### config.mk
export PLATFORM = sky130hd
export DESIGN_NAME = wifi_channel_plan_decoder
export DESIGN_NICKNAME = d
export VERILOG_FILES = /design/src/hw/rtl/wcpd_pkg.sv /design/src/hw/rtl/wcpd_chan_map.sv /design/src/hw/rtl/wcpd_mode_dec.sv /design/src/hw/rtl/wifi_channel_plan_decoder.sv
export SDC_FILE = /design/constraint.sdc
export NUM_CORES = 1
export LEC_CHECK = 0
export BUFFER_PORTS_ARGS = -buffer_cell sky130_fd_sc_hd__buf_2
export CAP_MARGIN = 20
export CORE_UTILIZATION = 54
export CTS_CLUSTER_SIZE = 25
export DETAILED_ROUTE_END_ITERATION = 7
export PLACE_DENSITY_LB_ADDON = 0.1
export RECOVER_POWER = 25
export SLEW_MARGIN = 20
export SYNTH_ARGS = -nofsm -noshare
export SYNTH_HDL_FRONTEND = slang
export SYNTH_HIERARCHICAL = 1
export SYNTH_SLANG_ARGS = --single-unit
### constraint.sdc
create_clock -name clk -period 8.3 [get_ports clk]
set_input_delay 0.83 -clock clk [delete_from_list [all_inputs] [get_ports clk]]
set_output_delay 0.83 -clock clk [all_outputs]
set_load 0.02 [all_outputs]
### src/hw/rtl/wcpd_pkg.sv
`timescale 1ns / 1ps
// ============================================================================
// wcpd_pkg
// Shared types, codes and the fixed 80 MHz block table of the channel plan
// decoder.
// ============================================================================
package wcpd_pkg;

	// Bandwidth mode codes
	localparam logic [2:0] MODE_HT20     = 3'd0;
	localparam logic [2:0] MODE_HT40P    = 3'd1;
	localparam logic [2:0] MODE_HT40M    = 3'd2;
	localparam logic [2:0] MODE_VHT80    = 3'd3;
	localparam logic [2:0] MODE_VHT160   = 3'd4;
	localparam logic [2:0] MODE_VHT80P80 = 3'd5;

	// Error codes
	localparam logic [2:0] ERR_OK        = 3'd0;
	localparam logic [2:0] ERR_NO_BLK80  = 3'd1;
	localparam logic [2:0] ERR_NO_PAIR   = 3'd2;
	localparam logic [2:0] ERR_GAP       = 3'd3;
	localparam logic [2:0] ERR_NO_CTR2   = 3'd4;
	localparam logic [2:0] ERR_CTR2_MISS = 3'd5;
	localparam logic [2:0] ERR_BAD_MODE  = 3'd6;

	// Channel number mapping
	localparam logic [15:0] CH_MAX_NUM  = 16'd200;
	localparam logic [15:0] CH_LAST_24  = 16'd13;
	localparam logic [15:0] CH_JAPAN    = 16'd14;
	localparam logic [15:0] BASE_24     = 16'd2407;
	localparam logic [15:0] FREQ_CH14   = 16'd2484;
	localparam logic [15:0] BASE_5G     = 16'd5000;
	localparam logic [15:0] HT40_OFFSET = 16'd20;
	localparam logic [15:0] MAX_GAP     = 16'd20;

	// 80 MHz block table: lowest, highest and block center
	localparam int NBLK    = 6;
	localparam int BLK_IW  = $clog2(NBLK);
	localparam logic [BLK_IW-1:0] BLK_LAST = BLK_IW'(NBLK - 1);

	localparam logic [15:0] BLK_LO [NBLK] =
		'{16'd5180, 16'd5260, 16'd5500, 16'd5580, 16'd5660, 16'd5745};
	localparam logic [15:0] BLK_HI [NBLK] =
		'{16'd5240, 16'd5320, 16'd5560, 16'd5640, 16'd5720, 16'd5805};
	localparam logic [15:0] BLK_CTR [NBLK] =
		'{16'd5210, 16'd5290, 16'd5530, 16'd5610, 16'd5690, 16'd5775};

	typedef struct packed {
		logic [2:0]  mode;
		logic [15:0] channel;
		logic [15:0] second_center;
	} req_item_t;

	typedef struct packed {
		logic [15:0] primary_freq;
		logic        band;
		logic [15:0] bond_freq;
		logic [15:0] center_one;
		logic [15:0] center_two;
		logic [15:0] low_freq;
		logic [15:0] high_freq;
		logic [2:0]  error;
	} res_item_t;

	// Decoded primary channel, passed from the channel map to the mode decoder
	typedef struct packed {
		logic [15:0]       freq;
		logic              band;
		logic              blk_hit;
		logic [BLK_IW-1:0] blk_idx;
	} chan_info_t;

endpackage

### src/hw/rtl/wcpd_chan_map.sv
`timescale 1ns / 1ps
// ============================================================================
// wcpd_chan_map
// Maps a channel number (or raw MHz above 200) to the primary 20 MHz center,
// its band and the 80 MHz block that holds it.
// ============================================================================
module wcpd_chan_map import wcpd_pkg::*; (
	input  logic [15:0] channel,
	output chan_info_t  info
);

	logic [15:0] ch_x5;
	logic [15:0] freq;
	logic        hit;
	logic [BLK_IW-1:0] idx;

	// 5 * ch as shift and add; only used for ch <= 200
	assign ch_x5 = {channel[13:0], 2'b00} + channel;

	// Channel to frequency
	always_comb begin
		priority if (channel > CH_MAX_NUM) begin
			freq = channel;
		end else if (channel == 16'd0) begin
			freq = 16'd0;
		end else if (channel <= CH_LAST_24) begin
			freq = BASE_24 + ch_x5;
		end else if (channel == CH_JAPAN) begin
			freq = FREQ_CH14;
		end else begin
			freq = BASE_5G + ch_x5;
		end
	end

	// Block lookup: six parallel range compares, lowest index wins
	always_comb begin
		hit = 1'b0;
		idx = '0;
		for (int i = NBLK - 1; i >= 0; i--) begin
			if (freq >= BLK_LO[i] && freq <= BLK_HI[i]) begin
				hit = 1'b1;
				idx = BLK_IW'(i);
			end
		end
	end

	assign info.freq    = freq;
	assign info.band    = (freq >= BASE_5G);
	assign info.blk_hit = hit;
	assign info.blk_idx = idx;

endmodule

### src/hw/rtl/wcpd_mode_dec.sv
`timescale 1ns / 1ps
// ============================================================================
// wcpd_mode_dec
// Applies the bandwidth mode to the decoded primary: HT40 bond channel, VHT
// segment centers, accepted range and error code.
// ============================================================================
module wcpd_mode_dec import wcpd_pkg::*; (
	input  logic [2:0]  mode,
	input  logic [15:0] second_center,
	input  chan_info_t  info,
	output res_item_t   res
);

	logic [BLK_IW-1:0] b;
	logic [BLK_IW-1:0] nb;
	logic [BLK_IW-1:0] b2;
	logic              b2_hit;
	logic [16:0]       pair_sum;
	logic [15:0]       f;
	logic [15:0]       bond;
	logic [15:0]       cone;
	logic [15:0]       ctwo;
	logic [15:0]       lo;
	logic [15:0]       hi;
	logic [2:0]        err;

	assign f  = info.freq;
	assign b  = info.blk_hit ? info.blk_idx : '0;
	// next block, held in range for the last block (result unused there)
	assign nb = (b == BLK_LAST) ? b : b + BLK_IW'(1);
	assign pair_sum = {1'b0, BLK_CTR[b]} + {1'b0, BLK_CTR[nb]};

	// Second segment center lookup
	always_comb begin
		b2_hit = 1'b0;
		b2     = '0;
		for (int i = NBLK - 1; i >= 0; i--) begin
			if (BLK_CTR[i] == second_center) begin
				b2_hit = 1'b1;
				b2     = BLK_IW'(i);
			end
		end
	end

	// Mode decode
	always_comb begin
		bond = '0;
		cone = '0;
		ctwo = '0;
		lo   = f;
		hi   = f;
		err  = ERR_OK;
		priority if (f == 16'd0) begin
			lo  = '0;
			hi  = '0;
			err = ERR_BAD_MODE;
		end else begin
			unique case (mode)
				MODE_HT20: begin
				end
				MODE_HT40P: begin
					bond = f + HT40_OFFSET;
					hi   = bond;
				end
				MODE_HT40M: begin
					bond = f - HT40_OFFSET;
					lo   = bond;
				end
				MODE_VHT80: begin
					if (!info.blk_hit) begin
						err = ERR_NO_BLK80;
					end else begin
						cone = BLK_CTR[b];
						lo   = BLK_LO[b];
						hi   = BLK_HI[b];
					end
				end
				MODE_VHT160: begin
					if (!info.blk_hit || b == BLK_LAST) begin
						err = ERR_NO_PAIR;
					end else if (BLK_LO[nb] - BLK_HI[b] > MAX_GAP) begin
						err = ERR_GAP;
					end else begin
						cone = pair_sum[16:1];
						lo   = BLK_LO[b];
						hi   = BLK_HI[nb];
					end
				end
				MODE_VHT80P80: begin
					if (!info.blk_hit) begin
						err = ERR_NO_BLK80;
					end else if (second_center == 16'd0) begin
						err = ERR_NO_CTR2;
					end else if (!b2_hit) begin
						err = ERR_CTR2_MISS;
					end else begin
						cone = BLK_CTR[b];
						ctwo = second_center;
						lo   = (BLK_LO[b] < BLK_LO[b2]) ? BLK_LO[b] : BLK_LO[b2];
						hi   = (BLK_HI[b] > BLK_HI[b2]) ? BLK_HI[b] : BLK_HI[b2];
					end
				end
				default: begin
					err = ERR_BAD_MODE;
				end
			endcase
			// any error on a real channel collapses to the primary alone
			if (err != ERR_OK) begin
				bond = '0;
				cone = '0;
				ctwo = '0;
				lo   = f;
				hi   = f;
			end
		end
	end

	assign res.primary_freq = f;
	assign res.band         = info.band;
	assign res.bond_freq    = bond;
	assign res.center_one   = cone;
	assign res.center_two   = ctwo;
	assign res.low_freq     = lo;
	assign res.high_freq    = hi;
	assign res.error        = err;

endmodule

### src/hw/rtl/wifi_channel_plan_decoder.sv
`timescale 1ns / 1ps
// ============================================================================
// wifi_channel_plan_decoder
// Wi-Fi channel plan decoder: primary frequency, band, HT40 bond, VHT centers,
// accepted channel range and error code for one request item.
// ============================================================================
// Pipeline: input register, decode logic and result register, in that order;
// the done strobe is driven by the result register.
// Throughput: one item per cycle; busy is always low.
// Reset: arst_n clears the stage valid flags; no result is strobed until
// an item is accepted after reset. The receiver cannot stall.
module wifi_channel_plan_decoder import wcpd_pkg::*; (
	input  logic      clk,
	input  logic      arst_n,
	input  logic      start,
	output logic      busy,
	input  req_item_t request,
	output logic      done,
	output res_item_t result
);

	logic       accept;
	logic       valid_s1;
	req_item_t  req_s1;
	chan_info_t info;
	res_item_t  res_d;
	logic       valid_s2;
	res_item_t  res_s2;

	// Every cycle can take an item
	assign busy   = 1'b0;
	assign accept = start && !busy;

	// Input register
	always_ff @(posedge clk or negedge arst_n) begin
		if (!arst_n) begin
			valid_s1 <= 1'b0;
		end else begin
			valid_s1 <= accept;
		end
	end

	always_ff @(posedge clk) begin
		if (accept) begin
			req_s1 <= request;
		end
	end

	// Decode
	wcpd_chan_map u_chan_map (
		.channel (req_s1.channel),
		.info    (info)
	);

	wcpd_mode_dec u_mode_dec (
		.mode          (req_s1.mode),
		.second_center (req_s1.second_center),
		.info          (info),
		.res           (res_d)
	);

	// Result register
	always_ff @(posedge clk or negedge arst_n) begin
		if (!arst_n) begin
			valid_s2 <= 1'b0;
		end else begin
			valid_s2 <= valid_s1;
		end
	end

	always_ff @(posedge clk) begin
		if (valid_s1) begin
			res_s2 <= res_d;
		end
	end

	assign done   = valid_s2;
	assign result = res_s2;

	// Checks
	a_done_follows_start: assert property (@(posedge clk) disable iff (!arst_n)
		done |-> $past(start, 2))
		else $error("done without an accepted item two cycles earlier");

	a_err_collapses_range: assert property (@(posedge clk) disable iff (!arst_n)
		done && result.error != ERR_OK && result.primary_freq != 16'd0 |->
		result.low_freq == result.primary_freq &&
		result.high_freq == result.primary_freq && result.bond_freq == 16'd0)
		else $error("error result does not collapse to the primary");

	a_low_band_no_vht: assert property (@(posedge clk) disable iff (!arst_n)
		done && !result.band |-> result.center_one == 16'd0)
		else $error("VHT center reported in the 2.4 GHz band");

	a_range_ordered: assert property (@(posedge clk) disable iff (!arst_n)
		done && result.error == ERR_OK && result.center_one != 16'd0 |->
		result.low_freq <= result.primary_freq &&
		result.primary_freq <= result.high_freq)
		else $error("VHT range does not hold the primary");

endmodule

==> results.tsv <==
metric	value	unit
cts-htree-levels	4	
hp-class	in2async	
finClkSkew	0.0175	ns
finalCriticalPeriod	7.94	ns
yosysTopAreaCell	edfxtp_1	
synth_cell_types	104	
instances_no_fill	1572	
start_util	0.560	
reg2regPathDepth	29	
ant_nets	0	
arrival	8.24	ns
grt_pass1_wl	48700	µm
grt_pass1_vias	8971	
grt_max_degree	55	
p_leak	5.05	nW
io_buffer_count	138	
irDropWorstVdd	0.130	mV
synth-edff-count	135	
cpPeakStageDelay	0.64	ns
nets	1404	
max_freq	0.126	GHz
clkTransAtPathRegs	0.06	ns
pre_cts_ws	0.0514	ns
clk_path_buf_depth	2	
yosys_warnings	6	
use_met2	0.478	
coreArea	0.0190	mm²
gp_congestion	1.01	
antenna_found_initial	0	
timing.hold.ws	0.172	ns
cp.required	8.60	ns
ios	140	
drtPass1Iterations	5	
drt-total-wl	31400	µm
clock_sinks	137	
drv_cap	2	
r2r-end	result[39]$_DFFE_PP_	
use_met1	0.451	
busiest_layer	met2	
finalHoldViolCount	0	
synthArstFlopShare	0.0146	
setup_ws	0.360	ns
worstSetupEndpointType	register	
yosysSeqAreaShare	0.385	
slew_headroom	-0.333	
synth_flop_cell	edfxtp_1	
drive_gt1_frac	0.253	
critPathKind	reg2reg	
synthDominantCellAreaShare	0.381	
cts_root_buf	clkbuf_16	
worstReg2RegStart	req_s1[19]$_DFFE_PP_	
mostFrequentLayoutCell	buf_2	
die_w	142	µm
post-place-cells	1533	
syn2layout_area_growth	18.7	%
grtUsageMet3	0.0522	
tightest_slew	2.00	ns
slew_violations	86	
finalPower	2.18	mW
synthTopCellsByArea	edfxtp_1 38%, ha_1 7.5%, a21oi_1 3.7%	
num_vias	9863	
cts_tree	yes	
hpwlAfterDp	23300	µm
violations	capacitance limit, slew limit	
startpoint_type	register	
rows	50	
setup_viol	0	
cp_max_fo	10	
wire_per_inst	20.0	µm
die-height	142	µm
drc	0	
period_share	0.957	
grt_use_total	0.313	
numCtsBuffers	17	
fp.dieArea	0.0203	mm²
drt-initial-drc-count	1089	
syn_avg_cell_area	9.47	µm²
clkLatencyLatePin	0.43	ns
layout_common_cells	136 x buf_2, 135 x edfxtp_1, 97 x nor2_1	
crit_slowest_cell	nor4_2	
grt-ovfl-total	0	
power.density	173	mW/mm²
synth_cells	1125	
hold_buffers	0	
via_per_inst	6.27	
path_common_cell	ha_1	
diodes	0	
ys_seq_elements	137	
status	finished, violations left	
syn_area	0.0107	mm²
r2r_slack	0.36	ns
## synthesized netlist by cell type (7+ instances only)
| library cell | count |
|---|---|
| o21a_1 | 10 |
| nor2_1 | 101 |
| buf_4 | 30 |
| nand4_1 | 17 |
| a311oi_1 | 13 |
| nand2b_1 | 17 |
| a22oi_1 | 9 |
| o21ai_0 | 57 |
| nand3_1 | 30 |
| a211o_1 | 11 |
| and3_1 | 14 |
| clkbuf_1 | 35 |
| or3_1 | 11 |
| xor2_1 | 18 |
| a31oi_1 | 17 |
| mux2i_1 | 8 |
| o31ai_1 | 9 |
| nand2_1 | 84 |
| o22ai_1 | 7 |
| nor2b_1 | 7 |
| and2_1 | 20 |
| a211oi_1 | 9 |
| o211ai_1 | 15 |
| nor4_1 | 11 |
| ha_1 | 64 |
| inv_1 | 35 |
| a21o_1 | 27 |
| edfxtp_1 | 135 |
| nor3_1 | 23 |
| buf_2 | 19 |
| xnor2_1 | 23 |
| nand3b_1 | 8 |
| a21oi_1 | 78 |
## critical path: cells and delay by family (launching register included)
kind,cells,cell delay [ns]
and+or+nand+nor,9,2.86
AOI/OAI and AO/OA,10,2.57
adders and majority gates,5,1.27
DFF,1,0.57
buffers and inverters,3,0.29
muxes,1,0.13
xor gates and xnor gates,1,0.12
## state kept, by name, summed over array words and instances (netlist names)
name	flops
result	100
req_s1	35
done	1
valid_s1	1
## worst max path at each step
stage	start	end	slack, ns	depth (start not counted)
floorplan	req_s1[16]$_DFFE_PP_	result[23]$_DFFE_PP_	0.11	34
global placement	req_s1[16]$_DFFE_PP_	result[29]$_DFFE_PP_	0.30	31
detailed placement	req_s1[16]$_DFFE_PP_	result[29]$_DFFE_PP_	0.05	34
CTS	req_s1[16]$_DFFE_PP_	result[29]$_DFFE_PP_	0.02	34
global route	req_s1[19]$_DFFE_PP_	result[80]$_DFFE_PP_	-0.03	31
finish	req_s1[19]$_DFFE_PP_	result[39]$_DFFE_PP_	0.36	29
## report_power, final
| part | internal, mW | switching (mW) |
|---|---|---|
| clock network | 0.389 | 0.321 |
| registers | 0.832 | 0.0366 |
| logic | 0.229 | 0.374 |
## metal layers
layer,vias up,part of all wire
met5,-,0
li1,4616,-
met4,0,0.022
met2,536,0.44
met3,52,0.084
met1,4659,0.45
## repair_timing
item | CTS | global route
buffers inserted | 0 | 7
setup endpoints to repair | 0 | 74
resized for setup | 0 | 31
endpoints found under the hold margin | 0 | 0
## stage by stage
step                      utilization  setup TNS [ns]  instance area [µm²]
final                           0.665               0                12600
after detailed placement        0.626               0                11900
after global routing            0.665         -0.0448                12600
after global placement          0.626               0                11900
after CTS                       0.655               0                12500
after floorplan                     -               0                10700
## area by class of cell
cell class | instances | area (µm²)
inverters | 38 | 145
flip-flops and latches | 137 | 4100
clock inverters | 13 | 110
repair buffers | 235 | 1430
clock buffers | 19 | 433
multi-input cells | 870 | 6100
fillers | 1572 | 6380
well taps | 260 | 325
## kinds of logic after synthesis
logic type               after synthesis  synth area share
multiplexers                          11            0.0107
XOR/XNOR                              44            0.0396
buffers and inverters                125            0.0585
other                                  2          0.000705
AND/OR/NAND/NOR                      387             0.190
flip-flops                           137             0.385
AO/OA/AOI/OAI                        351             0.233
adder cells (fa/ha/maj)               68            0.0818
Power figures use the tool's default switching activity.
